## src/rtl/odf_pkg.sv

```systemverilog
`default_nettype none

package odf_pkg;

	// Lacing store geometry
	localparam int LACE_DEPTH = 256;
	localparam int LACE_AW    = $clog2(LACE_DEPTH);

	// Page header layout (byte offsets from the capture pattern)
	localparam int HDR_FIXED    = 27;
	localparam int HEADER_LIMIT = 282;
	localparam int HB_FLAGS     = 5;
	localparam int HB_GRAN_LO   = 6;
	localparam int HB_GRAN_HI   = 13;
	localparam int HB_SER_LO    = 14;
	localparam int HB_SER_HI    = 17;
	localparam int HB_SEGS      = 26;
	localparam int HB_FIRST     = 4;

	localparam logic [7:0] LACE_FULL = 8'd255;

	// Capture pattern
	localparam logic [7:0] CAP_O = 8'h4F;
	localparam logic [7:0] CAP_G = 8'h67;
	localparam logic [7:0] CAP_S = 8'h53;

	// Result kinds
	localparam logic [1:0] KIND_HEADER = 2'd0;
	localparam logic [1:0] KIND_BODY   = 2'd1;
	localparam logic [1:0] KIND_ERROR  = 2'd2;

	// Error codes
	localparam logic [1:0] ERR_NONE   = 2'd0;
	localparam logic [1:0] ERR_BODY   = 2'd1;
	localparam logic [1:0] ERR_HEADER = 2'd2;

	typedef enum logic [1:0] {
		PH_HUNT,
		PH_HEADER,
		PH_LACING,
		PH_BODY
	} phase_t;

	// One compacted lacing entry: a nonzero segment and whether it ends a packet
	typedef struct packed {
		logic       last;
		logic [7:0] len;
	} lace_ent_t;

	typedef struct packed {
		logic               we;
		logic [LACE_AW-1:0] waddr;
		lace_ent_t          wdata;
		logic               re;
		logic [LACE_AW-1:0] raddr;
	} mem_req_t;

	typedef struct packed {
		logic [1:0]  kind;
		logic        begin_of_stream;
		logic        end_of_stream;
		logic        continued_packet;
		logic [31:0] serial_number;
		logic [63:0] granule_position;
		logic [7:0]  segment_count;
		logic [15:0] body_length;
		logic [7:0]  body_data;
		logic        packet_end;
		logic [15:0] packet_length;
		logic [1:0]  error_code;
	} result_t;

	function automatic logic [7:0] capture_char(input logic [1:0] idx);
		logic [7:0] c;
		case (idx)
			2'd0:    c = CAP_O;
			2'd1:    c = CAP_G;
			2'd2:    c = CAP_G;
			2'd3:    c = CAP_S;
			default: c = CAP_O;
		endcase
		return c;
	endfunction

endpackage

`default_nettype wire

```

## src/rtl/odf_lacing_mem.sv

```systemverilog
`default_nettype none

module odf_lacing_mem (
	input  wire logic              clk,
	input  wire odf_pkg::mem_req_t req,
	output odf_pkg::lace_ent_t     rdata
);
	import odf_pkg::*;

	lace_ent_t mem_q [LACE_DEPTH];
	lace_ent_t rdata_q;

	// Single write port, registered read; write-first on an address clash
	always_ff @(posedge clk) begin
		if (req.we) begin
			mem_q[req.waddr] <= req.wdata;
		end
		if (req.re) begin
			if (req.we && (req.waddr == req.raddr)) begin
				rdata_q <= req.wdata;
			end else begin
				rdata_q <= mem_q[req.raddr];
			end
		end
	end

	assign rdata = rdata_q;

endmodule

`default_nettype wire

```

## src/rtl/odf_parser.sv

```systemverilog
`default_nettype none

module odf_parser (
	input  wire logic               clk,
	input  wire logic               arst_n,
	input  wire logic               take,
	input  wire logic [7:0]         byte_in,
	input  wire logic [16:0]        body_limit,
	input  wire odf_pkg::lace_ent_t rdata,
	output odf_pkg::mem_req_t       mreq,
	output logic                    res_fire,
	output odf_pkg::result_t        res
);
	import odf_pkg::*;

	phase_t      phase_q, phase_d;
	logic [1:0]  sync_q, sync_d;
	logic [4:0]  hidx_q, hidx_d;
	logic [2:0]  flags_q, flags_d;
	logic [63:0] gran_q, gran_d;
	logic [31:0] serial_q, serial_d;
	logic [7:0]  segs_q, segs_d;
	logic [7:0]  raw_cnt_q, raw_cnt_d;
	logic [16:0] sum_q, sum_d;
	logic [7:0]  ncnt_q, ncnt_d;
	logic        lead0_q, lead0_d;
	logic        prev255_q, prev255_d;
	lace_ent_t   first_q, first_d;
	logic [7:0]  cur_left_q, cur_left_d;
	logic        cur_last_q, cur_last_d;
	logic [7:0]  nidx_q, nidx_d;
	logic [15:0] rpl_q, rpl_d;

	// Table completion inputs
	logic        fin;
	logic [16:0] sum_f;
	logic [7:0]  segs_f;
	logic [7:0]  ncnt_f;
	lace_ent_t   first_f;
	logic        lead0_f;

	logic [2:0]  gsel;
	logic [1:0]  ssel;
	logic [15:0] len_inc;
	logic        seg_done;
	logic        pkt_end;
	lace_ent_t   new_ent;

	assign gsel    = 3'(hidx_q - 5'(HB_GRAN_LO));
	assign ssel    = 2'(hidx_q - 5'(HB_SER_LO));
	assign len_inc = (rpl_q == 16'hFFFF) ? rpl_q : rpl_q + 16'd1;

	// Next state and result
	always_comb begin
		phase_d    = phase_q;
		sync_d     = sync_q;
		hidx_d     = hidx_q;
		flags_d    = flags_q;
		gran_d     = gran_q;
		serial_d   = serial_q;
		segs_d     = segs_q;
		raw_cnt_d  = raw_cnt_q;
		sum_d      = sum_q;
		ncnt_d     = ncnt_q;
		lead0_d    = lead0_q;
		prev255_d  = prev255_q;
		first_d    = first_q;
		cur_left_d = cur_left_q;
		cur_last_d = cur_last_q;
		nidx_d     = nidx_q;
		rpl_d      = rpl_q;
		mreq       = '0;
		res        = '0;
		res_fire   = 1'b0;
		fin        = 1'b0;
		sum_f      = sum_q;
		segs_f     = segs_q;
		ncnt_f     = ncnt_q;
		first_f    = first_q;
		lead0_f    = lead0_q;
		seg_done   = 1'b0;
		pkt_end    = 1'b0;
		new_ent    = '0;

		if (take) begin
			case (phase_q)
				PH_HUNT: begin
					// Capture pattern match, restarting at one on a stray 'O'
					if (byte_in == capture_char(sync_q)) begin
						if (sync_q == 2'd3) begin
							phase_d = PH_HEADER;
							hidx_d  = 5'(HB_FIRST);
							sync_d  = 2'd0;
						end else begin
							sync_d = sync_q + 2'd1;
						end
					end else begin
						sync_d = (byte_in == CAP_O) ? 2'd1 : 2'd0;
					end
				end

				PH_HEADER: begin
					if (hidx_q == 5'(HB_FLAGS)) begin
						flags_d = byte_in[2:0];
					end else if (hidx_q inside {[HB_GRAN_LO:HB_GRAN_HI]}) begin
						gran_d[8*gsel +: 8] = byte_in;
					end else if (hidx_q inside {[HB_SER_LO:HB_SER_HI]}) begin
						serial_d[8*ssel +: 8] = byte_in;
					end
					if (hidx_q == 5'(HB_SEGS)) begin
						segs_d    = byte_in;
						raw_cnt_d = '0;
						sum_d     = '0;
						ncnt_d    = '0;
						lead0_d   = 1'b0;
						prev255_d = 1'b0;
						if (byte_in == 8'd0) begin
							fin     = 1'b1;
							sum_f   = '0;
							segs_f  = byte_in;
							ncnt_f  = '0;
							first_f = first_q;
							lead0_f = 1'b0;
						end else begin
							phase_d = PH_LACING;
						end
					end else begin
						hidx_d = hidx_q + 5'd1;
					end
				end

				PH_LACING: begin
					// Compact nonzero segments; a zero after 255 marks that entry's end
					sum_d     = sum_q + 17'(byte_in);
					raw_cnt_d = raw_cnt_q + 8'd1;
					prev255_d = (byte_in == LACE_FULL);
					if (byte_in != 8'd0) begin
						new_ent.len  = byte_in;
						new_ent.last = (byte_in != LACE_FULL);
						mreq.we      = 1'b1;
						mreq.waddr   = ncnt_q;
						mreq.wdata   = new_ent;
						ncnt_d       = ncnt_q + 8'd1;
						if (ncnt_q == 8'd0) begin
							first_d = new_ent;
						end
					end else if (prev255_q) begin
						new_ent.len  = LACE_FULL;
						new_ent.last = 1'b1;
						mreq.we      = 1'b1;
						mreq.waddr   = ncnt_q - 8'd1;
						mreq.wdata   = new_ent;
						if (ncnt_q == 8'd1) begin
							first_d = new_ent;
						end
					end else if (ncnt_q == 8'd0) begin
						lead0_d = 1'b1;
					end
					if (({1'b0, raw_cnt_q} + 9'd1) >= {1'b0, segs_q}) begin
						fin     = 1'b1;
						sum_f   = sum_d;
						segs_f  = segs_q;
						ncnt_f  = ncnt_d;
						first_f = first_d;
						lead0_f = lead0_d;
					end
				end

				PH_BODY: begin
					// Body byte: walk the current segment, prefetch the next entry
					if (cur_left_q <= 8'd1) begin
						seg_done = 1'b1;
						pkt_end  = cur_last_q;
					end else begin
						cur_left_d = cur_left_q - 8'd1;
					end
					res_fire          = 1'b1;
					res.kind          = KIND_BODY;
					res.body_data     = byte_in;
					res.packet_end    = pkt_end;
					res.packet_length = pkt_end ? len_inc : 16'd0;
					rpl_d             = pkt_end ? 16'd0 : len_inc;
					if (seg_done) begin
						if (nidx_q < ncnt_q) begin
							cur_left_d = rdata.len;
							cur_last_d = rdata.last;
							mreq.re    = 1'b1;
							mreq.raddr = nidx_q + 8'd1;
							nidx_d     = nidx_q + 8'd1;
						end else begin
							phase_d = PH_HUNT;
							sync_d  = 2'd0;
							hidx_d  = '0;
						end
					end
				end

				default: begin
					phase_d = PH_HUNT;
				end
			endcase

			// Segment table complete: check limits, then emit header summary
			if (fin) begin
				res_fire = 1'b1;
				sync_d   = 2'd0;
				hidx_d   = '0;
				if (sum_f >= body_limit) begin
					res.kind       = KIND_ERROR;
					res.error_code = ERR_BODY;
					rpl_d          = '0;
					phase_d        = PH_HUNT;
				end else if (({1'b0, segs_f} + 9'(HDR_FIXED)) > 9'(HEADER_LIMIT)) begin
					res.kind       = KIND_ERROR;
					res.error_code = ERR_HEADER;
					rpl_d          = '0;
					phase_d        = PH_HUNT;
				end else begin
					res.kind             = KIND_HEADER;
					res.begin_of_stream  = flags_q[1];
					res.end_of_stream    = flags_q[2];
					res.continued_packet = flags_q[0];
					res.serial_number    = serial_q;
					res.granule_position = gran_q;
					res.segment_count    = segs_f;
					res.body_length      = sum_f[15:0];
					if (!flags_q[0] || lead0_f) begin
						rpl_d = '0;
					end
					if (ncnt_f == 8'd0) begin
						phase_d = PH_HUNT;
					end else begin
						phase_d    = PH_BODY;
						cur_left_d = first_f.len;
						cur_last_d = first_f.last;
						mreq.re    = 1'b1;
						mreq.raddr = 8'd1;
						nidx_d     = 8'd1;
					end
				end
			end
		end
	end

	// Control state
	always_ff @(posedge clk or negedge arst_n) begin
		if (!arst_n) begin
			phase_q    <= PH_HUNT;
			sync_q     <= '0;
			hidx_q     <= '0;
			flags_q    <= '0;
			gran_q     <= '0;
			serial_q   <= '0;
			segs_q     <= '0;
			raw_cnt_q  <= '0;
			sum_q      <= '0;
			ncnt_q     <= '0;
			lead0_q    <= 1'b0;
			prev255_q  <= 1'b0;
			cur_left_q <= '0;
			cur_last_q <= 1'b0;
			nidx_q     <= '0;
			rpl_q      <= '0;
		end else begin
			phase_q    <= phase_d;
			sync_q     <= sync_d;
			hidx_q     <= hidx_d;
			flags_q    <= flags_d;
			gran_q     <= gran_d;
			serial_q   <= serial_d;
			segs_q     <= segs_d;
			raw_cnt_q  <= raw_cnt_d;
			sum_q      <= sum_d;
			ncnt_q     <= ncnt_d;
			lead0_q    <= lead0_d;
			prev255_q  <= prev255_d;
			cur_left_q <= cur_left_d;
			cur_last_q <= cur_last_d;
			nidx_q     <= nidx_d;
			rpl_q      <= rpl_d;
		end
	end

	// First entry kept beside the memory so the body can start at once
	always_ff @(posedge clk) begin
		first_q <= first_d;
	end

endmodule

`default_nettype wire

```

## src/rtl/ogg_page_deframer_core.sv

```systemverilog
`default_nettype none

// Ogg page deframer. Takes one stream byte per item, hunts for the "OggS"
// capture pattern, collects the 27-byte page header and the segment table,
// then gives one page header summary (or an error item when the body reaches
// body_limit or the header is too long), followed by one item per body byte
// with packet-end marks and packet lengths carried across pages. A byte that
// causes no item simply vanishes. Throughput is one byte per clock, sustained,
// in every phase unless stalled; the result leaves through an output register
// in the cycle after the byte is taken. Nonzero lacing values are compacted
// into a 256-entry memory with one write port and a registered read port;
// the segment walk prefetches the next entry, which holds the body at one
// byte per clock when not stalled, even with one-byte segments. No clearing
// pass follows reset. stream_stall rises only while a held result is stalled.

module ogg_page_deframer_core (
	input  wire logic        clk,
	input  wire logic        arst_n,
	// Stream byte channel
	input  wire logic        stream_valid,
	output logic             stream_stall,
	input  wire logic [7:0]  stream_byte,
	// Result channel
	output logic             result_valid,
	input  wire logic        result_stall,
	output logic [1:0]       kind,
	output logic             begin_of_stream,
	output logic             end_of_stream,
	output logic             continued_packet,
	output logic [31:0]      serial_number,
	output logic [63:0]      granule_position,
	output logic [7:0]       segment_count,
	output logic [15:0]      body_length,
	output logic [7:0]       body_data,
	output logic             packet_end,
	output logic [15:0]      packet_length,
	output logic [1:0]       error_code,
	// Configuration
	input  wire logic        cfg_write_en,
	input  wire logic [16:0] cfg_write_data
);
	import odf_pkg::*;

	logic        take;
	logic        res_fire;
	result_t     res;
	result_t     res_q;
	logic        res_valid_q;
	logic [16:0] body_limit_q;
	mem_req_t    mreq;
	lace_ent_t   rdata;

	// Accept while the output register is empty or draining
	assign stream_stall = res_valid_q && result_stall;
	assign take         = stream_valid && !stream_stall;

	// Body limit register
	always_ff @(posedge clk or negedge arst_n) begin
		if (!arst_n) begin
			body_limit_q <= 17'h10000;
		end else if (cfg_write_en) begin
			body_limit_q <= cfg_write_data;
		end
	end

	odf_parser u_parser (
		.clk        (clk),
		.arst_n     (arst_n),
		.take       (take),
		.byte_in    (stream_byte),
		.body_limit (body_limit_q),
		.rdata      (rdata),
		.mreq       (mreq),
		.res_fire   (res_fire),
		.res        (res)
	);

	odf_lacing_mem u_mem (
		.clk   (clk),
		.req   (mreq),
		.rdata (rdata)
	);

	// Output register: valid
	always_ff @(posedge clk or negedge arst_n) begin
		if (!arst_n) begin
			res_valid_q <= 1'b0;
		end else if (take && res_fire) begin
			res_valid_q <= 1'b1;
		end else if (!result_stall) begin
			res_valid_q <= 1'b0;
		end
	end

	// Output register: payload
	always_ff @(posedge clk) begin
		if (take && res_fire) begin
			res_q <= res;
		end
	end

	assign result_valid     = res_valid_q;
	assign kind             = res_q.kind;
	assign begin_of_stream  = res_q.begin_of_stream;
	assign end_of_stream    = res_q.end_of_stream;
	assign continued_packet = res_q.continued_packet;
	assign serial_number    = res_q.serial_number;
	assign granule_position = res_q.granule_position;
	assign segment_count    = res_q.segment_count;
	assign body_length      = res_q.body_length;
	assign body_data        = res_q.body_data;
	assign packet_end       = res_q.packet_end;
	assign packet_length    = res_q.packet_length;
	assign error_code       = res_q.error_code;

endmodule

`default_nettype wire

```

## config.mk

```make
export PLATFORM = sky130hd
export DESIGN_NAME = ogg_page_deframer_core
export DESIGN_NICKNAME = d
export VERILOG_FILES = /design/src/rtl/odf_pkg.sv /design/src/rtl/odf_lacing_mem.sv /design/src/rtl/odf_parser.sv /design/src/rtl/ogg_page_deframer_core.sv
export SDC_FILE = /design/constraint.sdc
export NUM_CORES = 2
export LEC_CHECK = 0
export BUFFER_PORTS_ARGS = -buffer_cell sky130_fd_sc_hd__clkbuf_2
export CORE_MARGIN = 2
export CORE_UTILIZATION = 45
export DETAILED_ROUTE_END_ITERATION = 8
export PLACE_DENSITY = 0.63
export SLEW_MARGIN = 25
export SYNTH_ARGS = -nofsm -noshare
export SYNTH_HDL_FRONTEND = slang
export SYNTH_SLANG_ARGS = --single-unit
export TNS_END_PERCENT = 5
```

## constraint.sdc

```tcl
create_clock -name clk -period 9.5 [get_ports clk]
set_input_delay 2.85 -clock clk [delete_from_list [all_inputs] [get_ports clk]]
set_output_delay 2.85 -clock clk [all_outputs]
set_load 0.02 [all_outputs]
```

# Word-level counts from Yosys, hierarchy flattened

Memory sizes are Yosys's and may differ from the RTL's. A register that Yosys moved wholly into a read port is not among the register bits.
Index checks and enable logic that the tools add are counted.

Register bits after elaboration: 363
Memory bits (writable): 2304
Input port bits: 30
Output and inout bits: 154
Word-level logic and storage cells: 251
Memories: 1

Memories:

| name        | depth | bits a word | read ports | clocked after memory_dff | wr ports | line                 | text |
|---|---|---|---|---|---|---|---|
| u_mem.mem_q | 256   | 9           | 1          | 1                        | 1        | odf_lacing_mem.sv:10 | `lace_ent_t mem_q [LACE_DEPTH];` |

$add $sub $neg: 15
Magnitude comparators: 9
Eq/ne operators: 23
Shifts and indexed selects: 4
Muxes and demuxes: 130
Bitwise gates (word level): 4
Reductions and logical operators: 32

Operator list:

| cell                      | count |
|---|---|
| $mux W123                 | 2 |
| $mux W8                   | 27 |
| $mux W125                 | 1 |
| $mux W9                   | 13 |
| $mux W16                  | 7 |
| $mux W17                  | 5 |
| $pmux W17 S2              | 2 |
| $bwmux W64                | 1 |
| $shift A8 B34 Y64 const A | 1 |
| $shiftx A8 B34 Y64        | 1 |
| $mux W18                  | 3 |
| $pmux W8 S2               | 3 |
| $mux W1                   | 35 |
| $neg A5 Y34               | 1 |
| $neg A6 Y34               | 1 |
| $shift A8 B34 Y32 const A | 1 |
| $shiftx A8 B34 Y32        | 1 |
| $bwmux W32                | 1 |
| $mux W2                   | 15 |
| $mux W5                   | 6 |
| $mux W27                  | 1 |
| $add A8 B1 Y8 const B     | 3 |
| $logic_not A8 Y1          | 3 |
| $pmux W8 S3               | 1 |
| other kinds (53)          | 82 |

# Depth between registers and ports, before layout

Depth in word-level cells: 13
Depth in mapped cells: 35
Depth with buffers taken out: 29

# Cells and area by module

From an unflattened synthesis, not the netlist that was laid out.

Cells, all modules: 6090
Area, all modules: 107954.8 µm²

By module, submodules not included:

| module                 | instances | cells each | area each (µm²) | seq. area each (µm²) |
|---|---|---|---|---|
| odf_lacing_mem         | 1         | 4346       | 89817.4         | 69456.6 |
| odf_parser             | 1         | 1550       | 12834.8         | 4874.7 |
| ogg_page_deframer_core | 1         | 194        | 5302.6          | 5016.1 |

# Worst setup path before layout

No wires, ideal clock.

Path kind: input port to flip-flop
Start point: input port stream_byte[2]
End point: memory u_mem.mem_q[0][0] (netlist bit), data pin
Setup time: 1394 ps
Data arrival time: 10322 ps
Data required time: 8106 ps
Setup slack: -2216 ps
Cell stages on the path: 7
Buffers on the path: 3
Cell sequence: buf_2 -> or4_4 -> nor2_4 -> buf_1 -> buf_1 -> nor2_1 -> nor2_1

RTL lines:

| item        | line                         | text |
|---|---|---|
| from (decl) | ogg_page_deframer_core.sv:22 | `input wire logic [7:0] stream_byte,` |
| to (decl)   | odf_lacing_mem.sv:10         |  |

# Final worst setup path

Start point: input port stream_byte[0]
End point: register u_mem.rdata[3] (netlist name)

Longest elaborated chain between the ends: 11
Elaborated cells between the ends (all ways): 31
Those cells by class: 2 x add/sub; 2 x order compare; 24 x mux; 3 x reduce/logical

Ends and longest elaborated chain:

| item                                                   | line                                 | text |
|---|---|---|
| $logic_not A8 Y1 or $reduce_bool A8 Y1 (tied branches) | odf_parser.sv:117, odf_parser.sv:137 |  |
| $mux W8, on equally long branches                      | odf_parser.sv:117, odf_parser.sv:137 |  |
| $mux W8, on equally long branches                      | odf_parser.sv:110, odf_parser.sv:159 |  |
| $mux W8 or $pmux W8 S2 (tied branches)                 | --                                   |  |
| $mux W8                                                | odf_parser.sv:85                     | `if (take) begin` |
| $add A8 B5 Y9 or $logic_not A8 Y1 (tied branches)      | odf_parser.sv:213, odf_parser.sv:230 |  |
| $gt A9 B9 Y1 or $mux W9 (tied branches)                | odf_parser.sv:213, odf_parser.sv:230 |  |
| $mux W9                                                | odf_parser.sv:213                    | `end else if (({1'b0, segs_f} + 9'(HDR_FIXED)) > 9'(HEADER_LIMIT)) begin` |
| $mux W9                                                | odf_parser.sv:208                    | `if (sum_f >= body_limit) begin` |
| $mux W9 *                                              | odf_parser.sv:204                    | `if (fin) begin` |
| $mux W27 *                                             | odf_parser.sv:85                     |  |

Every way passes the cells marked *; elsewhere a longest branch is shown, timed or not. The select of a mux whose other input is x is not followed.
A chain may end at the register's enable or synchronous reset.

==> results.py <==
metrics = {
    "floorplanning": {
        "die_area_um2": 251500,
        "core_area_um2": 245900,
        "die_h_um": 501.5,
        "ioPinCount": 184,
        "initial_util_pct": 45.30,
        "fp-row-count": 182,
        "die_width_um": 501.5,
    },
    "layout": {
        "final_net_count": 9179,
        "areaGrowthSynthToFinish_pct": 16.67,
        "layout.cells.non_filler": 12520,
        "postLayoutCellArea_um2": 130000,
        "drive_above_1_share_pct": 16.27,
    },
    "detailed_routing": {
        "final_routed_drc_violation_total": 0,
        "antenna_left": 0,
        "first_pass_iters": 7,
        "detail_route.wirelength_um": 342200,
        "dr_total_vias": 74790,
        "routed_via_density": 5.976,
        "wl_per_cell_um": 27.35,
        "drt_first_iter_violations": 9996,
    },
    "timing": {
        "max_freq_mhz": 108.5,
        "setup_tns_ns": 0,
        "drv_slew": 0,
        "worst_clock_skew_ns": 0.06139,
        "timing.final.hold_violations": 0,
        "finalCritPeriodShare_pct": 96.98,
        "grt_setup_unrepaired": "yes",
        "transition_time_at_the_pin_with_the_least_slew_margin_ns": 1.146,
        "endpoints_failing_setup": 0,
        "shortest_clock_period_the_worst_path_allows_after_layout_ns": 9.213,
        "relSlewSlack_pct": 23.34,
    },
    "worst_setup_path": {
        "cp_max_fo": 8,
        "ff2ff_setup_slack_ns": 1.12,
        "setup.worst_path.start": "stream_byte[0]",
        "regToRegEndpoint": "u_mem.rdata[3]",
        "ff_to_ff_start": "u_parser.hidx_q[0]",
        "timing.reg2reg.worst_path_depth": 26,
        "worst_path_max_stage_delay_ns": 0.47,
        "crit_end": "u_mem.rdata[3]",
        "critPathLaunchType": "primary input",
        "worst_ep_arrival_time_ns": 9.88,
        "crit_family": "simple AND/OR/NAND/NOR gates",
        "path_class": "in2reg",
        "worst_path_most_repeated_cell": "sky130_fd_sc_hd__a21oi_1",
        "crit_cells": 33,
        "timing.critical_path.required_ns": 10.17,
        "critPathSlowestCell": "sky130_fd_sc_hd__nor3_2",
        "critical_path.n_buffers_inverters": 5,
        "endpoint_kind": "register",
    },
    "place": {
        "placed_cells_incl_taps": 12000,
        "dp_hpwl_um": 223300,
        "post_dp_cell_area_um2": 120400,
        "finalWeightedCongestion": 0.9698,
        "numPortBuffers": 183,
    },
    "pwr": {
        "vdd_ir_drop_max_v": 0.0001833,
        "power.leakage_uw": 0.04846,
        "power_density_nw_per_um2": 231.9,
    },
    "synthesis": {
        "yosys.area.top_type_share_pct": 66.69,
        "post-synth-top-area-cell": "sky130_fd_sc_hd__edfxtp_1",
        "post_synth_edffs": 2474,
        "avgSynthCellArea_um2": 13.22,
        "synth_cells": 8426,
        "syn_nets": 8528,
        "yosys.cell_count.top_type": "sky130_fd_sc_hd__edfxtp_1",
        "proportion_of_register_bits_with_asynchronous_set_or_reset_after_synthesis_pct": 7.549,
        "ys_ff_latch": 2676,
        "synth.cell_area_um2": 111400,
        "yosysWarnings": 0,
        "ys_top_cells_by_count": "2474 x sky130_fd_sc_hd__edfxtp_1, 1620 x sky130_fd_sc_hd__nand2_1, 707 x sky130_fd_sc_hd__nand3_1",
        "ys_top_cells_by_area": "sky130_fd_sc_hd__edfxtp_1 67%, sky130_fd_sc_hd__nand2_1 5.5%, sky130_fd_sc_hd__dfrtp_1 4.5%, sky130_fd_sc_hd__mux2i_1 3.3%, sky130_fd_sc_hd__nand3_1 3.2%",
        "synthDistinctLibCells": 100,
        "synth_top_flop_cell": "sky130_fd_sc_hd__edfxtp_1",
        "synth-seq-area-share_pct": 71.23,
    },
    "run": {
        "drv.max_cap_violation_count": 0,
    },
    "cts": {
        "tritoncts": "yes",
        "cts.sink_count": 2676,
        "cts_inserted_buffers": 296,
        "number_of_gates_given_a_new_drive_strength_after_cts": 0,
        "clock_tree.root_cell": "sky130_fd_sc_hd__clkbuf_16",
        "worst_setup_hold_path_clk_slew_ns": 0.06,
        "insertion_delay_ns": 0.93,
        "post-cts-setup-buffers": 0,
        "cts-htree-levels": 5,
        "post_cts_hold_buffer_count": 0,
        "clock_path_buffers": 4,
    },
    "grt": {
        "grt_util_all_layers_pct": 26.70,
        "number_of_global_route_vias_before_repair": 71320,
        "global_route.overflow_total": 0,
        "grt_antenna_before_repair": 8,
        "largest_net_degree_at_the_start_of_global_routing": 207,
        "grt_first_pass_wirelength_um": 493600,
    },
    "status": {
        "outcome": "finished, final reports clean",
    },
    "min_path": {
        "hold_path.class": "reg2reg",
    },
}
## per-layer routing
| metal | wire length, um | part of all wire [%] | global-route usage, % |
|---|---|---|---|
| met2 | 152300 | 44 | 40.39 |
| met3 | 36150 | 11 | 5.732 |
| met5 | 52 | 0.015 | 0 |
| met1 | 136600 | 40 | 37.09 |
| met4 | 17210 | 5.0 | 12.02 |
## final cells by class
type                       instances  area, um^2
clock inverter                   149        1503
clock buffer                     364        7863
sequential                      2676       79350
inverter                          74       277.8
multi-input combinational       5164       29690
timing repair buffer             865        7253
tap                             3220        4029
antenna                            3       7.507
fill                           20300      116000
## metrics by stage
step	hold slack, ns	total power [uW]	utilization, %	worst slack (ns)
2_1_floorplan	0.4402	17070	-	-2.216
3_3_place_gp	0.4544	18960	48.97	-0.8612
3_5_place_dp	0.4580	19040	48.98	-0.6695
4_1_cts	0.4715	30160	52.78	0.2863
5_1_grt	0.4984	31050	52.85	-0.03070
6_report	0.4658	30140	52.85	0.2869
## worst min-delay path by stage
stage                          startpoint               endpoint  slack [ns]  depth (start not counted)
finish               u_parser.serial_q[3]   u_parser.serial_q[3]        0.47                          2
global route        u_parser.serial_q[18]  u_parser.serial_q[18]        0.50                          2
CTS                  u_parser.serial_q[3]   u_parser.serial_q[3]        0.47                          2
detailed placement   u_parser.serial_q[3]   u_parser.serial_q[3]        0.46                          2
global placement     u_parser.serial_q[9]   u_parser.serial_q[9]        0.45                          2
floorplan            u_parser.serial_q[0]   u_parser.serial_q[0]        0.44                          2
## flip-flops by register name, summed over array words and instances (netlist names), 9 cells and up
register / flops
u_mem.mem_q: 2304
serial_number: 32
packet_length: 16
body_length: 16
u_parser.sum_q: 17
u_parser.serial_q: 32
u_parser.first_q: 9
granule_position: 64
u_mem.rdata: 9
u_parser.gran_q: 64
u_parser.rpl_q: 16
body_limit_q: 17
## worst register-to-register path, stage by stage, from the launching register on
cell	delay, ns
sky130_fd_sc_hd__dfrtp_1	0.63
sky130_fd_sc_hd__inv_1	0.56
sky130_fd_sc_hd__ha_1	0.52
sky130_fd_sc_hd__nand4b_1	0.45
sky130_fd_sc_hd__o21ai_0	0.44
sky130_fd_sc_hd__o211ai_1	0.30
sky130_fd_sc_hd__buf_4	0.26
sky130_fd_sc_hd__a22oi_1	0.36
sky130_fd_sc_hd__ha_1	0.32
sky130_fd_sc_hd__nor2b_1	0.12
sky130_fd_sc_hd__o21ai_0	0.11
sky130_fd_sc_hd__nand3_1	0.12
sky130_fd_sc_hd__a21o_1	0.36
sky130_fd_sc_hd__nand4_4	0.29
sky130_fd_sc_hd__buf_4	0.25
sky130_fd_sc_hd__o311ai_4	0.31
sky130_fd_sc_hd__buf_12	0.19
sky130_fd_sc_hd__a21oi_2	0.06
sky130_fd_sc_hd__a31oi_1	0.42
sky130_fd_sc_hd__nor4_4	0.12
sky130_fd_sc_hd__or2_1	0.27
sky130_fd_sc_hd__buf_12	0.16
sky130_fd_sc_hd__nor3_2	0.44
sky130_fd_sc_hd__o221ai_1	0.38
sky130_fd_sc_hd__nor3_2	0.47
sky130_fd_sc_hd__buf_4	0.21
sky130_fd_sc_hd__a211oi_2	0.03
## cell usage in the layout, fill, tap and decap left out, drive strengths merged, types with 38 or more instances in the layout
| cell | synthesis | routed |
|---|---|---|
| a22oi | 44 | 44 |
| a21oi | 273 | 273 |
| dfrtp | 201 | 201 |
| nand3 | 707 | 707 |
| mux2i | 363 | 363 |
| mux2 | 70 | 70 |
| xnor2 | 41 | 41 |
| edfxtp | 2474 | 2474 |
| clkbuf | 223 | 547 |
| mux4 | 46 | 46 |
| buf | 289 | 682 |
| nor3 | 94 | 94 |
| nand2 | 1621 | 1621 |
| o21ai | 307 | 307 |
| a31oi | 62 | 62 |
| o22ai | 38 | 38 |
| inv | 73 | 83 |
| nor2 | 610 | 610 |
| and3 | 197 | 197 |
| ha | 71 | 71 |
| and2 | 128 | 128 |
| clkinv | 1 | 99 |
| a211oi | 97 | 97 |
## kinds of logic after synthesis
family / share of synthesized area, %
and+or+nand+nor: 13.65
DFF: 71.23
AOI/OAI and AO/OA: 6.398
buffers and inverters: 2.513
muxes: 4.903
adders and majority gates: 0.8154
xor gates and xnor gates: 0.4875
## power by group
part | switching [uW] | internal (uW)
Clock | 4590 | 6660
Sequential | 200 | 13600
Combinational | 3520 | 1610
Total | 8310 | 21800
No activity file was read; power rests on OpenSTA's default activity.
